<file path="src/rtl/shtb_pkg.sv">
// ----------------------------------------------------------------------------
// shtb_pkg
// Types, codes and constants shared by the two-wire sensor bus master.
// ----------------------------------------------------------------------------
package shtb_pkg;

    // command field codes on the input side
    localparam logic [2:0] CMD_CODE_NONE = 3'd0;
    localparam logic [2:0] CMD_CODE_TEMP = 3'd1;
    localparam logic [2:0] CMD_CODE_HUMI = 3'd2;
    localparam logic [2:0] CMD_CODE_SOFT = 3'd3;
    localparam logic [2:0] CMD_CODE_CONN = 3'd4;

    // command bytes sent on the wire
    localparam logic [7:0] BYTE_TEMP       = 8'h03;
    localparam logic [7:0] BYTE_HUMI       = 8'h05;
    localparam logic [7:0] BYTE_SOFT_RESET = 8'h1e;

    localparam logic [3:0] CONN_PULSES   = 4'd9;
    localparam logic [3:0] BITS_PER_BYTE = 4'd8;

    // reset values of the configuration registers
    localparam logic [15:0] PHASE_TICKS_RST = 16'd50;
    localparam logic [23:0] RESET_WAIT_RST  = 24'd100000;

    // start pattern, bit i is step i
    localparam logic [6:0] START_SCK  = 7'b0110110;
    localparam logic [6:0] START_DLOW = 7'b0011100;

    // queue geometry, both queues
    localparam int Q_DEPTH = 2;
    localparam int Q_PTR_W = 1;
    localparam int Q_CNT_W = 2;

    // configuration register indexes
    typedef enum logic [1:0] {
        CFG_PHASE_TICKS = 2'd0,
        CFG_RESET_WAIT  = 2'd1
    } t_cfg_reg;

    // classified command
    typedef enum logic [2:0] {
        CMD_NONE = 3'd0,
        CMD_TEMP = 3'd1,
        CMD_HUMI = 3'd2,
        CMD_SOFT = 3'd3,
        CMD_CONN = 3'd4
    } t_cmd;

    // sequencer states
    typedef enum logic [4:0] {
        ST_IDLE       = 5'd0,
        ST_CR_PRE     = 5'd1,
        ST_CR_HI      = 5'd2,
        ST_CR_LO      = 5'd3,
        ST_START0     = 5'd4,
        ST_START1     = 5'd5,
        ST_START2     = 5'd6,
        ST_START3     = 5'd7,
        ST_START4     = 5'd8,
        ST_START5     = 5'd9,
        ST_START6     = 5'd10,
        ST_WR_LO      = 5'd11,
        ST_WR_HI      = 5'd12,
        ST_ACK_LO     = 5'd13,
        ST_ACK_HI     = 5'd14,
        ST_ACK_END    = 5'd15,
        ST_WAIT_READY = 5'd16,
        ST_RD_HI      = 5'd17,
        ST_RD_LO      = 5'd18,
        ST_RD_ACK_LO  = 5'd19,
        ST_RD_ACK_HI  = 5'd20,
        ST_RD_ACK_END = 5'd21,
        ST_RESET_WAIT = 5'd22
    } t_state;

    // input beat
    typedef struct packed {
        logic [2:0] command;
        logic       data_in;
    } t_in;

    // result beat
    typedef struct packed {
        logic        sck;
        logic        data_low;
        logic        busy_res;
        logic        done_res;
        logic        ack_error;
        logic [15:0] reading;
        logic [7:0]  checksum;
    } t_out;

    // classified tick handed from front to sequencer
    typedef struct packed {
        t_cmd cmd;
        logic data_in;
    } t_work;

    typedef struct packed {
        logic  valid;
        t_work work;
    } t_work_beat;

    typedef struct packed {
        logic valid;
        t_out res;
    } t_res_beat;

    typedef struct packed {
        logic        valid;
        logic [1:0]  index;
        logic [23:0] data;
    } t_cfg_wr;

    // command code to class, unused codes act as none
    function automatic t_cmd classify(input logic [2:0] code);
        t_cmd c;
        unique case (code)
            CMD_CODE_TEMP: c = CMD_TEMP;
            CMD_CODE_HUMI: c = CMD_HUMI;
            CMD_CODE_SOFT: c = CMD_SOFT;
            CMD_CODE_CONN: c = CMD_CONN;
            default:       c = CMD_NONE;
        endcase
        return c;
    endfunction

    // class to wire byte, connection reset sends none
    function automatic logic [7:0] cmd_byte(input t_cmd c);
        logic [7:0] b;
        unique case (c)
            CMD_TEMP: b = BYTE_TEMP;
            CMD_HUMI: b = BYTE_HUMI;
            CMD_SOFT: b = BYTE_SOFT_RESET;
            default:  b = 8'h00;
        endcase
        return b;
    endfunction

endpackage

</file>
<file path="src/rtl/shtb_front.sv">
// ----------------------------------------------------------------------------
// shtb_front
// Accepts input beats, classifies the command and queues the tick.
// ----------------------------------------------------------------------------
module shtb_front (
    input  logic               i_clk,
    input  logic               i_rst_n,
    input  logic               push,
    input  shtb_pkg::t_in      i_in,
    output logic               full,
    output shtb_pkg::t_work_beat o_work,
    input  logic               i_work_take
);

    shtb_pkg::t_work                       r_q [shtb_pkg::Q_DEPTH];
    logic [shtb_pkg::Q_PTR_W-1:0]          r_wr_ptr;
    logic [shtb_pkg::Q_PTR_W-1:0]          r_rd_ptr;
    logic [shtb_pkg::Q_CNT_W-1:0]          r_count;
    logic                                  wr_en;
    logic                                  rd_en;

    assign full  = (r_count == shtb_pkg::Q_CNT_W'(shtb_pkg::Q_DEPTH));
    assign wr_en = push && !full;
    assign rd_en = i_work_take && (r_count != '0);

    // queue storage, payload without reset
    always_ff @(posedge i_clk) begin
        if (wr_en) begin
            r_q[r_wr_ptr] <= '{cmd: shtb_pkg::classify(i_in.command), data_in: i_in.data_in};
        end
    end

    // pointers and fill count
    always_ff @(posedge i_clk) begin
        if (!i_rst_n) begin
            r_wr_ptr <= '0;
            r_rd_ptr <= '0;
            r_count  <= '0;
        end else begin
            if (wr_en) r_wr_ptr <= r_wr_ptr + 1'b1;
            if (rd_en) r_rd_ptr <= r_rd_ptr + 1'b1;
            if (wr_en && !rd_en) r_count <= r_count + 1'b1;
            else if (rd_en && !wr_en) r_count <= r_count - 1'b1;
        end
    end

    assign o_work.valid = (r_count != '0);
    assign o_work.work  = r_q[r_rd_ptr];

endmodule

</file>
<file path="src/rtl/shtb_seq.sv">
// ----------------------------------------------------------------------------
// shtb_seq
// Bit sequencer: one queued tick per cycle if space; drives pins, reads bytes.
// ----------------------------------------------------------------------------
module shtb_seq (
    input  logic                 i_clk,
    input  logic                 i_rst_n,
    input  shtb_pkg::t_cfg_wr    i_cfg,
    input  shtb_pkg::t_work_beat i_work,
    input  logic                 i_space,
    output logic                 o_work_take,
    output shtb_pkg::t_res_beat  o_res
);

    shtb_pkg::t_state r_state, n_state;
    logic [15:0] r_phase, n_phase;
    logic [3:0]  r_bit, n_bit;
    logic [1:0]  r_byte, n_byte;
    logic [7:0]  r_shift, n_shift;
    logic [7:0]  r_cmd_byte, n_cmd_byte;
    logic [15:0] r_reading, n_reading;
    logic [7:0]  r_checksum, n_checksum;
    logic        r_ack_err, n_ack_err;
    logic [23:0] r_wait, n_wait;
    logic [15:0] r_phase_ticks;
    logic [23:0] r_reset_wait;

    logic        take;
    logic        d;
    logic        n_done;
    logic [15:0] pt;
    logic [15:0] phase_inc;
    logic [3:0]  bit_inc;
    logic [2:0]  start_idx;
    logic        sck;
    logic        dlow;

    assign take        = i_work.valid && i_space;
    assign o_work_take = take;
    assign d           = i_work.work.data_in;
    assign pt          = (r_phase_ticks == '0) ? 16'd1 : r_phase_ticks;
    assign phase_inc   = r_phase + 16'd1;
    assign bit_inc     = r_bit + 4'd1;

    // configuration registers
    always_ff @(posedge i_clk) begin
        if (!i_rst_n) begin
            r_phase_ticks <= shtb_pkg::PHASE_TICKS_RST;
            r_reset_wait  <= shtb_pkg::RESET_WAIT_RST;
        end else if (i_cfg.valid) begin
            unique case (shtb_pkg::t_cfg_reg'(i_cfg.index))
                shtb_pkg::CFG_PHASE_TICKS: r_phase_ticks <= i_cfg.data[15:0];
                shtb_pkg::CFG_RESET_WAIT:  r_reset_wait  <= i_cfg.data;
                default: ;
            endcase
        end
    end

    // next state for one tick
    always_comb begin
        n_state    = r_state;
        n_phase    = r_phase;
        n_bit      = r_bit;
        n_byte     = r_byte;
        n_shift    = r_shift;
        n_cmd_byte = r_cmd_byte;
        n_reading  = r_reading;
        n_checksum = r_checksum;
        n_ack_err  = r_ack_err;
        n_wait     = r_wait;
        n_done     = 1'b0;
        if (take) begin
            unique case (r_state)
                shtb_pkg::ST_IDLE: begin
                    if (i_work.work.cmd != shtb_pkg::CMD_NONE) begin
                        n_ack_err  = 1'b0;
                        n_bit      = '0;
                        n_byte     = '0;
                        n_shift    = '0;
                        n_phase    = '0;
                        n_wait     = '0;
                        n_cmd_byte = shtb_pkg::cmd_byte(i_work.work.cmd);
                        n_state    = (i_work.work.cmd == shtb_pkg::CMD_CONN) ?
                                     shtb_pkg::ST_CR_PRE : shtb_pkg::ST_START0;
                    end
                end
                shtb_pkg::ST_WAIT_READY: begin
                    if (!d) begin
                        n_bit   = '0;
                        n_byte  = '0;
                        n_shift = '0;
                        n_phase = '0;
                        n_state = shtb_pkg::ST_RD_HI;
                    end
                end
                shtb_pkg::ST_RESET_WAIT: begin
                    if (r_wait >= r_reset_wait) begin
                        n_state = shtb_pkg::ST_IDLE;
                        n_done  = 1'b1;
                    end else begin
                        n_wait = r_wait + 24'd1;
                    end
                end
                default: begin
                    n_phase = phase_inc;
                    if (phase_inc >= pt) begin
                        n_phase = '0;
                        // end of a pin step
                        unique case (r_state)
                            shtb_pkg::ST_START0, shtb_pkg::ST_START1, shtb_pkg::ST_START2,
                            shtb_pkg::ST_START3, shtb_pkg::ST_START4,
                            shtb_pkg::ST_START5: begin
                                n_state = shtb_pkg::t_state'(r_state + 5'd1);
                            end
                            shtb_pkg::ST_CR_PRE: begin
                                n_bit   = '0;
                                n_state = shtb_pkg::ST_CR_HI;
                            end
                            shtb_pkg::ST_CR_HI: n_state = shtb_pkg::ST_CR_LO;
                            shtb_pkg::ST_CR_LO: begin
                                n_bit   = bit_inc;
                                n_state = (bit_inc < shtb_pkg::CONN_PULSES) ?
                                          shtb_pkg::ST_CR_HI : shtb_pkg::ST_START0;
                            end
                            shtb_pkg::ST_START6: begin
                                if (r_cmd_byte == '0) begin
                                    n_state = shtb_pkg::ST_RESET_WAIT;
                                    n_wait  = '0;
                                end else begin
                                    n_bit   = '0;
                                    n_state = shtb_pkg::ST_WR_LO;
                                end
                            end
                            shtb_pkg::ST_WR_LO: n_state = shtb_pkg::ST_WR_HI;
                            shtb_pkg::ST_WR_HI: begin
                                n_bit   = bit_inc;
                                n_state = (bit_inc < shtb_pkg::BITS_PER_BYTE) ?
                                          shtb_pkg::ST_WR_LO : shtb_pkg::ST_ACK_LO;
                            end
                            shtb_pkg::ST_ACK_LO: n_state = shtb_pkg::ST_ACK_HI;
                            shtb_pkg::ST_ACK_HI: begin
                                n_ack_err = d;
                                n_state   = shtb_pkg::ST_ACK_END;
                            end
                            shtb_pkg::ST_ACK_END: begin
                                if (r_cmd_byte == shtb_pkg::BYTE_SOFT_RESET) begin
                                    n_state = shtb_pkg::ST_RESET_WAIT;
                                    n_wait  = '0;
                                end else begin
                                    n_state = shtb_pkg::ST_WAIT_READY;
                                end
                            end
                            shtb_pkg::ST_RD_HI: begin
                                n_shift = {r_shift[6:0], d};
                                n_state = shtb_pkg::ST_RD_LO;
                            end
                            shtb_pkg::ST_RD_LO: begin
                                n_bit   = bit_inc;
                                n_state = (bit_inc < shtb_pkg::BITS_PER_BYTE) ?
                                          shtb_pkg::ST_RD_HI : shtb_pkg::ST_RD_ACK_LO;
                            end
                            shtb_pkg::ST_RD_ACK_LO: n_state = shtb_pkg::ST_RD_ACK_HI;
                            shtb_pkg::ST_RD_ACK_HI: n_state = shtb_pkg::ST_RD_ACK_END;
                            shtb_pkg::ST_RD_ACK_END: begin
                                priority if (r_byte == 2'd0) n_reading[15:8] = r_shift;
                                else if (r_byte == 2'd1) n_reading[7:0] = r_shift;
                                else n_checksum = r_shift;
                                if (r_byte >= 2'd2) begin
                                    n_byte  = '0;
                                    n_state = shtb_pkg::ST_IDLE;
                                    n_done  = 1'b1;
                                end else begin
                                    n_byte  = r_byte + 2'd1;
                                    n_bit   = '0;
                                    n_shift = '0;
                                    n_state = shtb_pkg::ST_RD_HI;
                                end
                            end
                            default: n_state = shtb_pkg::ST_IDLE;
                        endcase
                    end
                end
            endcase
        end
    end

    // pin levels after the tick's update
    assign start_idx = 3'(n_state - shtb_pkg::ST_START0);

    always_comb begin
        sck  = 1'b0;
        dlow = 1'b0;
        unique case (n_state)
            shtb_pkg::ST_START0, shtb_pkg::ST_START1, shtb_pkg::ST_START2,
            shtb_pkg::ST_START3, shtb_pkg::ST_START4, shtb_pkg::ST_START5,
            shtb_pkg::ST_START6: begin
                sck  = shtb_pkg::START_SCK[start_idx];
                dlow = shtb_pkg::START_DLOW[start_idx];
            end
            shtb_pkg::ST_CR_HI, shtb_pkg::ST_ACK_HI, shtb_pkg::ST_RD_HI: sck = 1'b1;
            shtb_pkg::ST_WR_LO, shtb_pkg::ST_WR_HI: begin
                sck  = (n_state == shtb_pkg::ST_WR_HI);
                dlow = !n_cmd_byte[3'd7 - n_bit[2:0]];
            end
            shtb_pkg::ST_RD_ACK_LO, shtb_pkg::ST_RD_ACK_HI: begin
                sck  = (n_state == shtb_pkg::ST_RD_ACK_HI);
                dlow = (n_byte < 2'd2);
            end
            default: ;
        endcase
    end

    assign o_res.valid         = take;
    assign o_res.res.sck       = sck;
    assign o_res.res.data_low  = dlow;
    assign o_res.res.busy_res  = (n_state != shtb_pkg::ST_IDLE);
    assign o_res.res.done_res  = n_done;
    assign o_res.res.ack_error = n_ack_err;
    assign o_res.res.reading   = n_reading;
    assign o_res.res.checksum  = n_checksum;

    // sequencer state
    always_ff @(posedge i_clk) begin
        if (!i_rst_n) begin
            r_state    <= shtb_pkg::ST_IDLE;
            r_phase    <= '0;
            r_bit      <= '0;
            r_byte     <= '0;
            r_shift    <= '0;
            r_cmd_byte <= '0;
            r_reading  <= '0;
            r_checksum <= '0;
            r_ack_err  <= 1'b0;
            r_wait     <= '0;
        end else begin
            r_state    <= n_state;
            r_phase    <= n_phase;
            r_bit      <= n_bit;
            r_byte     <= n_byte;
            r_shift    <= n_shift;
            r_cmd_byte <= n_cmd_byte;
            r_reading  <= n_reading;
            r_checksum <= n_checksum;
            r_ack_err  <= n_ack_err;
            r_wait     <= n_wait;
        end
    end

endmodule

</file>
<file path="src/rtl/shtb_outq.sv">
// ----------------------------------------------------------------------------
// shtb_outq
// Result queue between the sequencer and the consumer.
// ----------------------------------------------------------------------------
module shtb_outq (
    input  logic                i_clk,
    input  logic                i_rst_n,
    input  shtb_pkg::t_res_beat i_res,
    output logic                o_space,
    output logic                empty,
    input  logic                pop,
    output shtb_pkg::t_out      o_out
);

    shtb_pkg::t_out                        r_q [shtb_pkg::Q_DEPTH];
    logic [shtb_pkg::Q_PTR_W-1:0]          r_wr_ptr;
    logic [shtb_pkg::Q_PTR_W-1:0]          r_rd_ptr;
    logic [shtb_pkg::Q_CNT_W-1:0]          r_count;
    logic                                  rd_en;

    assign empty   = (r_count == '0);
    assign o_space = (r_count != shtb_pkg::Q_CNT_W'(shtb_pkg::Q_DEPTH));
    assign rd_en   = pop && !empty;

    // result storage
    always_ff @(posedge i_clk) begin
        if (i_res.valid) r_q[r_wr_ptr] <= i_res.res;
    end

    // pointers and fill count
    always_ff @(posedge i_clk) begin
        if (!i_rst_n) begin
            r_wr_ptr <= '0;
            r_rd_ptr <= '0;
            r_count  <= '0;
        end else begin
            if (i_res.valid) r_wr_ptr <= r_wr_ptr + 1'b1;
            if (rd_en) r_rd_ptr <= r_rd_ptr + 1'b1;
            if (i_res.valid && !rd_en) r_count <= r_count + 1'b1;
            else if (rd_en && !i_res.valid) r_count <= r_count - 1'b1;
        end
    end

    assign o_out = r_q[r_rd_ptr];

endmodule

</file>
<file path="src/rtl/sht_sensor_bus_master_core.sv">
// ----------------------------------------------------------------------------
// sht_sensor_bus_master_core
// Two-wire humidity/temperature sensor bus master, one tick per beat.
//
//   channel   direction  handshake            beat
//   input     in         push / full          i_in  (command, data_in)
//   result    out        pop / empty          o_out (pins, status, reading)
//   config    in         i_cfg_valid / ready  i_cfg_index, i_cfg_data
//
// One input beat gives one result beat, via the tick queue and the result queue.
// The sequencer retires one tick every cycle while the result queue has space,
// so the sustained rate is one beat per cycle while the result side pops.
// Reset is synchronous and empties both queues; the block then accepts at once.
// A stalled result side fills the result queue and then the tick queue,
// after which full rises; nothing is dropped.
// ----------------------------------------------------------------------------
module sht_sensor_bus_master_core (
    input  logic            i_clk,
    input  logic            i_rst_n,
    input  logic            push,
    output logic            full,
    input  shtb_pkg::t_in   i_in,
    output logic            empty,
    input  logic            pop,
    output shtb_pkg::t_out  o_out,
    input  logic            i_cfg_valid,
    output logic            o_cfg_ready,
    input  logic [1:0]      i_cfg_index,
    input  logic [23:0]     i_cfg_data
);

    shtb_pkg::t_work_beat work;
    shtb_pkg::t_res_beat  res;
    shtb_pkg::t_cfg_wr    cfg;
    logic                 work_take;
    logic                 space;

    assign o_cfg_ready = 1'b1;
    assign cfg.valid   = i_cfg_valid;
    assign cfg.index   = i_cfg_index;
    assign cfg.data    = i_cfg_data;

    // front: accept and classify
    shtb_front u_front (
        .i_clk       (i_clk),
        .i_rst_n     (i_rst_n),
        .push        (push),
        .i_in        (i_in),
        .full        (full),
        .o_work      (work),
        .i_work_take (work_take)
    );

    // back: bit sequencer
    shtb_seq u_seq (
        .i_clk       (i_clk),
        .i_rst_n     (i_rst_n),
        .i_cfg       (cfg),
        .i_work      (work),
        .i_space     (space),
        .o_work_take (work_take),
        .o_res       (res)
    );

    // result queue
    shtb_outq u_outq (
        .i_clk   (i_clk),
        .i_rst_n (i_rst_n),
        .i_res   (res),
        .o_space (space),
        .empty   (empty),
        .pop     (pop),
        .o_out   (o_out)
    );

endmodule

</file>
<file path="config.mk">
export PLATFORM = sky130hd
export DESIGN_NAME = sht_sensor_bus_master_core
export DESIGN_NICKNAME = d
export VERILOG_FILES = /design/src/rtl/shtb_pkg.sv /design/src/rtl/shtb_front.sv /design/src/rtl/shtb_seq.sv /design/src/rtl/shtb_outq.sv /design/src/rtl/sht_sensor_bus_master_core.sv
export SDC_FILE = /design/constraint.sdc
export NUM_CORES = 1
export LEC_CHECK = 0
export BUFFER_PORTS_ARGS = -buffer_cell sky130_fd_sc_hd__buf_4
export CAP_MARGIN = 20
export CORE_ASPECT_RATIO = 1.2
export CORE_MARGIN = 2
export CORE_UTILIZATION = 65
export DETAILED_ROUTE_END_ITERATION = 7
export PLACE_DENSITY_LB_ADDON = 0.05
export SYNTH_ARGS = -nofsm -noshare
export SYNTH_HDL_FRONTEND = slang
export SYNTH_HIERARCHICAL = 1
export SYNTH_SLANG_ARGS = --single-unit
</file>
<file path="constraint.sdc">
create_clock -name i_clk -period 14.4 [get_ports i_clk]
set_input_delay 1.44 -clock i_clk [delete_from_list [all_inputs] [get_ports i_clk]]
set_output_delay 1.44 -clock i_clk [all_outputs]
set_load 0.005 [all_outputs]
</file>
==> results of run 1 <==
## kinds of logic (layout without fill, tap and decap cells)
group | Yosys count | after routing | synth area share
simple gates | 400 | 400 | 0.195
fa+ha+maj | 54 | 54 | 0.0640
other cells | 1 | 1 | 0.000355
flops | 208 | 208 | 0.457
mux | 65 | 65 | 0.0687
buf+inv | 110 | 167 | 0.0436
xor+xnor | 43 | 43 | 0.0357
compound gates | 213 | 213 | 0.136
## routing by layer
layer  vias to the layer above  routed length, um  track usage
li1                       3932                  -            -
met1                      3823               9270        0.316
met2                       233              11300        0.469
met3                        67               1060       0.0313
met4                         0                682       0.0838
met5                         -                  0            0
## worst max-delay path, stage by stage (launching register included)
cell and delay (ns):
dfxtp_1 0.40, ha_1 0.24, and3_1 0.20, and3_1 0.23
and3_1 0.23, and3_1 0.25, and3_1 0.19, nand3_1 0.09
xnor2_1 0.15, ha_1 0.31, nand4_2 0.11, nor3_2 0.23
or4b_1 0.51, and3_1 0.35, nor2_2 0.28, o21ai_0 0.14
o21ai_0 0.26, inv_1 0.15, ha_1 0.31, o41ai_1 0.40
or3b_2 0.18, a21oi_1 0.06, a211o_1 0.30
## stage by stage
stage | hold slack [ns] | setup WS [ns] | instances
4_1_cts | 0.469 | 8.64 | 1363
6_report | 0.466 | 8.57 | 1363
3_3_place_gp | 0.455 | 8.96 | 1325
2_1_floorplan | 0.443 | 9.17 | 1094
3_5_place_dp | 0.459 | 8.65 | 1325
5_1_grt | 0.493 | 8.19 | 1363
## worst max-delay path by stage
stage	slack, ns	endpoint	startpoint
2_1_floorplan	9.17	u_outq/r_q[0][27]	u_seq/r_phase[0]
3_3_place_gp	8.96	u_outq/r_q[0][27]	u_seq/r_phase[0]
3_5_place_dp	8.65	u_outq/r_q[0][27]	u_seq/r_phase[0]
4_1_cts	8.64	u_outq/r_q[1][27]	u_seq/r_phase[0]
5_1_grt	8.19	u_outq/r_q[1][27]	u_seq/r_phase[0]
6_report	8.57	u_outq/r_q[1][27]	u_seq/r_phase[0]
## final cells by class
type	instances	area (um^2)	area share
Inverter	59	221	0.0188
Multi-Input combinational cell	776	5280	0.449
Tap cell	212	265	0.0226
Clock buffer	23	533	0.0453
Sequential cell	208	4820	0.410
Clock inverter	15	101	0.00862
Timing Repair Buffer	70	526	0.0447
## sequential cells by signal, summed over array words and instances, names as in the netlist, 4 cells and up, named ones only
signal,cells
u_front/r_q,8
u_seq/r_phase,16
u_seq/r_bit,4
u_outq/r_q,58
u_seq/r_phase_ticks,16
u_seq/r_state,5
u_seq/r_reset_wait,24
u_seq/r_checksum,8
u_seq/r_wait,24
u_seq/r_reading,16
u_seq/r_cmd_byte,8
u_seq/r_shift,8
## power groups by stage
stage               sequential [mW]  combinational (mW)  clock, mW
floorplan                     0.725               0.279          0
global placement              0.732               0.431          0
detailed placement            0.736               0.437          0
CTS                           0.724               0.441      0.507
global route                  0.732               0.483      0.530
finish                        0.724               0.442      0.499
## cell usage in the layout, fill, tap and decap left out, types with 22 or more instances in the layout
cell type	n
a21boi_0	41
a21oi_1	40
and2_1	48
and3_1	24
buf_4	70
dfxtp_1	142
edfxtp_1	66
ha_1	54
inv_1	57
mux2_1	29
mux2_2	28
nand2_1	134
nand3_1	27
nor2_1	54
nor2b_1	26
o21ai_0	47
xnor2_1	22
==> results.py, run 1 <==
metrics = {
    "status": {
        "status": "complete, no violations",
    },
    "grt": {
        "grt_max_degree": 121,
        "first_global_vias": 7733,
        "grt_first_pass_wirelength_um": 36500,
        "grt.overflow.total": 0,
        "antenna_found_initial": 0,
        "globalRouteTotalUtil": 0.257,
    },
    "synth": {
        "yosysMostFrequentCell": "dfxtp_1",
        "synth_cell_types": 81,
        "synth_area_leaders": "dfxtp_1 27%, edfxtp_1 19%, ha_1 6.4%",
        "synth_top_area_frac": 0.269,
        "synthTopCellsByCount": "142 x dfxtp_1, 134 x nand2_1, 66 x edfxtp_1",
        "synth-edff-count": 66,
        "syn_inst": 1094,
        "syn_nets": 1183,
        "synth.avg_cell_area_um2": 9.65,
        "synth_seq_cells": 208,
        "ys_warn_count": 6,
        "synth_flop_cell": "dfxtp_1",
        "ys_async_sr_fraction": 0,
        "synth_seq_area_share": 0.457,
        "synth_area_mm2": 0.0106,
        "synth_top_area_cell": "dfxtp_1",
    },
    "place": {
        "port_buffers": 65,
        "routabilityCongestion": 0.915,
        "placed_area_mm2": 0.0111,
        "hpwl_um": 15500,
    },
    "worst_setup_path": {
        "r2r_end": "u_outq/r_q[1][27]",
        "r2r-start": "u_seq/r_phase[0]",
        "start_kind": "flip-flop",
        "cp_data_arrival_time_ns": 6.07,
        "rrSetupSlack_ns": 8.57,
        "worstSetupEndpointType": "flip-flop",
        "crit_type": "reg -> reg",
        "critPathMaxFanout": 8,
        "required_ns": 14.64,
        "reg2reg_depth": 22,
    },
    "drt": {
        "ant_nets": 0,
        "first_pass_iters": 5,
        "drc": 0,
        "num_vias": 8055,
        "wire_per_inst_um": 16.4,
        "vias_per_cell": 5.91,
        "wl_um": 22300,
        "drtIter0Drc": 604,
    },
    "clock_tree": {
        "post-cts-setup-buffers": 0,
        "cts_hold_buf": 0,
        "clkTransAtPathRegs_ns": 0.06,
        "cts_tree": "built",
        "cts_sinks": 208,
        "clk_latency_ns": 0.49,
        "cts_buffer_depth": 3,
        "cts_resized": 0,
        "root_buffer": "clkbuf_16",
        "cts-htree-levels": 1,
        "numCtsBuffers": 21,
    },
    "timing": {
        "timing.fmax_ghz": 0.171,
        "maxSlewHeadroom": 0.309,
        "finalSetupViolCount": 0,
        "period_share": 0.405,
        "grt_setup_unrepaired": "no",
        "fin_crit_ns": 5.83,
        "skew_ns": 0.0110,
        "drv_slew": 0,
        "hold_viol_final": 0,
        "worst_pin_slew_ns": 1.04,
        "fin_tns_setup_ns": 0,
    },
    "run": {
        "cap_violations": 0,
    },
    "floorplanning": {
        "dieArea_mm2": 0.0173,
        "io_pins": 67,
        "rows": 51,
        "start_util": 0.657,
        "core-area_mm2": 0.0161,
        "die_w_um": 120,
        "die_h_um": 144,
    },
    "worst_hold_path": {
        "holdPathEnd": "u_seq/r_reset_wait[8]",
        "min_path_cells": 2,
        "hold_path_class": "reg -> reg",
        "worstHoldStart": "u_seq/r_reset_wait[8]",
    },
    "cells_and_area": {
        "fillers": 1256,
        "num_antenna_cells": 0,
        "final_nets": 1225,
        "postLayoutCellArea_mm2": 0.0118,
        "final_core_util": 0.731,
        "syn_to_final_growth_pct": 11.3,
        "layout-drive-gt1-share": 0.135,
    },
    "power": {
        "seqPwrFrac": 0.435,
        "power.switching_mw": 0.511,
        "leakage_nw": 4.58,
        "irDropWorstVdd_v": 0.000117,
        "cell_internal_pwr_mw": 1.15,
        "combPwrFrac": 0.265,
        "clockPowerShare": 0.300,
        "switching_share": 0.307,
        "power.density_mw_per_mm2": 142,
        "finalPower_mw": 1.66,
    },
}
Power figures use the tool's default switching activity.
==> run 2, diff against run 1 <==
Settings changed: CORE_UTILIZATION 65 to 55.
Clock period 14.4 ns to 4.9 ns, I/O delays scaled along.
==> results.py, run 2 (same netlist as run 1, synthesis figures left out) <==
metrics = {
    "timing": {
        "drv_slew": 0,
        "hold_viol_final": 0,
        "grt_setup_unrepaired": "yes",
        "skew_ns": 0.0140,
        "setup_slack_ns": 0.111,
        "period_share": 0.977,
        "finalSetupViolCount": 0,
        "timing.fmax_ghz": 0.209,
        "maxSlewHeadroom": 0.299,
        "worst_pin_slew_ns": 1.05,
        "fin_tns_setup_ns": 0,
        "fin_crit_ns": 4.79,
    },
    "clock_tree": {
        "cts_sinks": 208,
        "cts_buffer_depth": 3,
        "cts_tree": "built",
        "cts-htree-levels": 1,
        "clkTransAtPathRegs_ns": 0.06,
        "root_buffer": "clkbuf_16",
        "cts_hold_buf": 0,
        "clk_latency_ns": 0.51,
        "numCtsBuffers": 22,
    },
    "cells_and_area": {
        "num_antenna_cells": 0,
        "layout_commonest_cell": "dfxtp_1",
        "layout-drive-gt1-share": 0.185,
        "max_flop_register": "u_outq/r_q",
        "final_nets": 1252,
        "top_regs": "u_outq/r_q: 58 flops, u_seq/r_reset_wait: 24 flops, u_seq/r_wait: 24 flops",
        "fin_cells": 1435,
        "mostFrequentLayoutCells": "139 x dfxtp_1, 134 x nand2_1, 94 x buf_4",
        "syn_to_final_growth_pct": 16.5,
        "largest_reg_flops": 58,
        "final_core_util": 0.652,
    },
    "drt": {
        "wl_um": 22900,
        "ant_nets": 0,
        "drtIter0Drc": 360,
        "num_vias": 8069,
        "wire_per_inst_um": 16.0,
        "vias_per_cell": 5.62,
        "first_pass_iters": 5,
        "drc": 0,
    },
    "place": {
        "routabilityCongestion": 0.954,
        "hpwl_um": 15800,
        "port_buffers": 65,
        "dp_slack_ns": 0.0503,
        "numPlacedInstances": 1386,
    },
    "power": {
        "irDropWorstVdd_v": 0.000334,
        "power.density_mw_per_mm2": 417,
        "leakage_nw": 4.80,
    },
    "status": {
        "status": "complete, no violations",
    },
    "worst_setup_path": {
        "worstSetupEndpointType": "flip-flop",
        "crit_end": "u_outq/r_q[0][27]",
        "rrSetupSlack_ns": 0.11,
        "cp_data_arrival_time_ns": 5.04,
        "r2r_end": "u_outq/r_q[0][27]",
        "start_kind": "flip-flop",
        "required_ns": 5.15,
        "crit_type": "reg -> reg",
        "cp-startpoint": "u_seq/r_phase[0]",
        "critPathMaxFanout": 6,
        "r2r-start": "u_seq/r_phase[0]",
        "reg2reg_depth": 22,
    },
    "worst_hold_path": {
        "hold_path_class": "in -> reg",
    },
    "grt": {
        "globalRouteTotalUtil": 0.220,
        "antenna_found_initial": 0,
        "grt_max_degree": 64,
        "grt.overflow.total": 0,
        "first_global_vias": 7510,
        "grt_first_pass_wirelength_um": 36200,
    },
    "floorplanning": {
        "die_h_um": 156,
        "start_util": 0.560,
        "dieArea_mm2": 0.0203,
        "core-area_mm2": 0.0189,
        "rows": 55,
        "io_pins": 67,
        "die_w_um": 130,
    },
    "run": {
        "cap_violations": 0,
    },
}
## run 2: power by group
group / internal, mW / total, mW / switching [mW] / leakage [nW]
logic: 0.584 / 1.35 / 0.765 / 2.66
clock network: 0.957 / 1.65 / 0.696 / 0.357
registers: 2.03 / 2.12 / 0.0889 / 1.78
## run 2: stage by stage
| step | cell area [um^2] | power [mW] | hold WS (ns) |
|---|---|---|---|
| 2_1_floorplan | 10600 | 2.96 | 0.443 |
| 6_report | 12300 | 5.12 | 0.174 |
| 5_1_grt | 12300 | 5.39 | 0.159 |
| 4_1_cts | 12100 | 5.15 | 0.162 |
| 3_3_place_gp | 11400 | 3.47 | 0.452 |
| 3_5_place_dp | 11400 | 3.48 | 0.458 |
## run 2: routing by layer
layer | global-route usage | share of wire
met1 | 0.276 | 0.43
met2 | 0.386 | 0.50
met3 | 0.0305 | 0.044
met4 | 0.0735 | 0.029
met5 | 0 | 0
## run 2: area by class of cell
cell class | count | area (um^2)
clock buffers | 24 | 568
clock inverters | 16 | 164
fillers | 1611 | 6560
inverters | 59 | 221
multi-input cells | 776 | 5460
flip-flops and latches | 208 | 4830
well taps | 256 | 320
repair buffers | 96 | 728
## run 2: how the worst min path moves through the flow
| stage | start | end | slack (ns) | cells past startpoint |
|---|---|---|---|---|
| CTS | i_in[0] | u_front/r_q[0][0] | 0.16 | 1 |
| finish | i_in[0] | u_front/r_q[1][0] | 0.17 | 1 |
| global route | i_in[0] | u_front/r_q[1][0] | 0.16 | 1 |
| global placement | u_seq/r_reset_wait[2] | u_seq/r_reset_wait[2] | 0.45 | 2 |
| detailed placement | u_seq/r_reset_wait[1] | u_seq/r_reset_wait[1] | 0.46 | 2 |
| floorplan | u_seq/r_reset_wait[2] | u_seq/r_reset_wait[2] | 0.44 | 2 |
## run 2: repair_timing
item                       4_1_cts  5_1_grt
buffers inserted                 0        9
gates resized for setup          0       31
setup endpoints to repair        0        5
## run 2: worst max-delay path, stage by stage, from the launching register on
cell     delay [ns]
dfxtp_4        0.38
ha_4           0.15
and3_4         0.19
and3_4         0.19
and3_4         0.21
and3_4         0.19
and3_4         0.20
nand3_4        0.08
xnor2_2        0.16
ha_1           0.31
nand4_2        0.12
nor3_2         0.21
or4b_4         0.50
and3_4         0.23
nor2_4         0.10
o21ai_1        0.10
o21ai_1        0.15
inv_2          0.09
ha_4           0.17
o41ai_2        0.32
or3b_4         0.18
a21oi_2        0.05
a211o_1        0.25
==> run 3, diff against run 2 <==
Settings changed: ABC_AREA set to 1, CORE_UTILIZATION 55 to 56.
==> results.py, run 3 <==
metrics = {
    "timing": {
        "drv_slew": 0,
        "period_share": 0.904,
        "fin_tns_setup_ns": 0,
        "worst_pin_slew_ns": 0.885,
        "timing.fmax_ghz": 0.226,
        "finalSetupViolCount": 0,
        "maxSlewHeadroom": 0.409,
        "skew_ns": 0.0169,
        "hold_viol_final": 0,
        "fin_crit_ns": 4.43,
        "setup_slack_ns": 0.469,
        "hold_ws_ns": 0.170,
        "grt_setup_unrepaired": "no",
    },
    "worst_setup_path": {
        "crit_type": "reg -> reg",
        "start_kind": "flip-flop",
        "cp_data_arrival_time_ns": 4.70,
        "required_ns": 5.16,
        "worstSetupEndpointType": "flip-flop",
        "cpMaxStageDelayCell": "dfxtp_1",
        "critPathMaxFanout": 5,
        "worst_path_largest_cell_delay_ns": 0.39,
        "rrSetupSlack_ns": 0.47,
    },
    "synth": {
        "ys_warn_count": 6,
        "synth-edff-count": 66,
        "syn_inst": 1416,
        "ys_async_sr_fraction": 0,
        "synth_area_leaders": "dfxtp_1 25%, edfxtp_1 18%, nand2_1 9.3%",
        "synth_top_area_frac": 0.255,
        "synth.avg_cell_area_um2": 7.87,
        "syn_nets": 1505,
        "synth_flop_cell": "dfxtp_1",
        "synth_seq_area_share": 0.433,
        "synth_area_mm2": 0.0112,
        "synth_top_area_cell": "dfxtp_1",
        "synthTopCellsByCount": "276 x nand2_1, 212 x inv_1, 148 x nor2_1",
        "yosysMostFrequentCell": "nand2_1",
        "synth_cell_types": 52,
        "synth_seq_cells": 208,
    },
    "floorplanning": {
        "die_h_um": 159,
        "dieArea_mm2": 0.0211,
        "rows": 56,
        "io_pins": 67,
        "start_util": 0.570,
        "core-area_mm2": 0.0195,
        "die_w_um": 133,
    },
    "power": {
        "leakage_nw": 5.64,
        "power.density_mw_per_mm2": 518,
        "irDropWorstVdd_v": 0.000409,
    },
    "cells_and_area": {
        "final_core_util": 0.643,
        "layout_commonest_cell": "nand2_1",
        "syn_to_final_growth_pct": 12.8,
        "num_antenna_cells": 0,
        "max_flop_register": "u_outq/r_q",
        "largest_reg_flops": 58,
        "top_regs": "u_outq/r_q: 58 flops, u_seq/r_reset_wait: 24 flops, u_seq/r_wait: 24 flops",
        "mostFrequentLayoutCells": "274 x nand2_1, 212 x inv_1, 146 x nor2_1",
        "layout-drive-gt1-share": 0.130,
        "final_nets": 1558,
    },
    "grt": {
        "globalRouteTotalUtil": 0.245,
        "grt.overflow.total": 0,
        "grt_first_pass_wirelength_um": 41700,
        "first_global_vias": 8565,
        "antenna_found_initial": 0,
        "grt_max_degree": 54,
    },
    "clock_tree": {
        "clkTransAtPathRegs_ns": 0.06,
        "clk_latency_ns": 0.52,
        "cts-htree-levels": 1,
        "cts_sinks": 208,
        "cts_buffer_depth": 3,
        "cts_tree": "built",
        "numCtsBuffers": 22,
        "cts_hold_buf": 0,
        "root_buffer": "clkbuf_16",
    },
    "place": {
        "hpwl_um": 18800,
        "port_buffers": 65,
        "routabilityCongestion": 0.945,
        "dp_slack_ns": 0.191,
    },
    "drt": {
        "vias_per_cell": 5.32,
        "wl_um": 25900,
        "drtIter0Drc": 459,
        "ant_nets": 0,
        "wire_per_inst_um": 14.9,
        "drc": 0,
        "first_pass_iters": 5,
        "num_vias": 9292,
    },
    "worst_hold_path": {
        "hold_path_class": "in -> reg",
    },
    "status": {
        "status": "complete, no violations",
    },
    "run": {
        "cap_violations": 0,
    },
}
## run 3: per-layer routing
metal  routed length (um)  up-vias  share of wire  global-route usage
li1                     -     4760              -                   -
met1                11000     4273           0.42               0.303
met2                13000      211           0.50               0.448
met3                 1210       48          0.047              0.0280
met4                  731        0          0.028              0.0763
met5                    0        -              0                   0
## run 3: layout make-up
cell class / instances / area, um^2
clock inverter: 12 / 178
clock buffer: 28 / 583
tap: 261 / 327
timing repair buffer: 74 / 556
fill: 1775 / 6970
sequential: 208 / 4820
multi-input combinational: 941 / 5280
inverter: 222 / 833
## run 3: kinds of logic after synthesis
family / count (synthesis) / synth area share
compound gates: 238 / 0.118
buf+inv: 267 / 0.0964
fa+ha+maj: 54 / 0.0606
other cells: 1 / 0.000336
simple gates: 588 / 0.234
flops: 208 / 0.433
mux: 33 / 0.0367
xor+xnor: 27 / 0.0212
## run 3: per-stage QoR
| step | instances | cell area (um^2) | power, mW |
|---|---|---|---|
| floorplan | 1416 | 11200 | 4.10 |
| global placement | 1706 | 11800 | 4.77 |
| detailed placement | 1706 | 11800 | 4.80 |
| CTS | 1746 | 12600 | 6.56 |
| global route | 1746 | 12600 | 6.95 |
| finish | 1746 | 12600 | 6.52 |
## run 3: power by group
part	switching, mW	internal (mW)
logic	1.60	0.863
registers	0.175	2.14
clock network	0.690	1.06
total	2.46	4.06
## run 3: repair_timing
item,CTS,global route
buffers inserted,0,0
resized for setup,0,6
endpoints found under the hold margin,0,0
setup endpoints to repair,0,4
## run 3: final timing paths
kind	startpoint	to	cells after the start
worst min-delay path	i_in[0]	u_front/r_q[0][0]	1
worst max-delay path	u_seq/r_phase[0]	u_outq/r_q[1][27]	29
worst max register to register	u_seq/r_phase[0]	u_outq/r_q[1][27]	29
worst min register to register	u_seq/r_cmd_byte[7]	u_seq/r_cmd_byte[7]	2
## run 3: critical path: cells and delay by family, from the launching register on
family	cells	cell delay, ns
buffers and inverters	4	0.26
AOI/OAI and AO/OA	3	0.39
DFF	1	0.39
xor gates and xnor gates	1	0.18
and+or+nand+nor	19	2.40
adders and majority gates	2	0.54
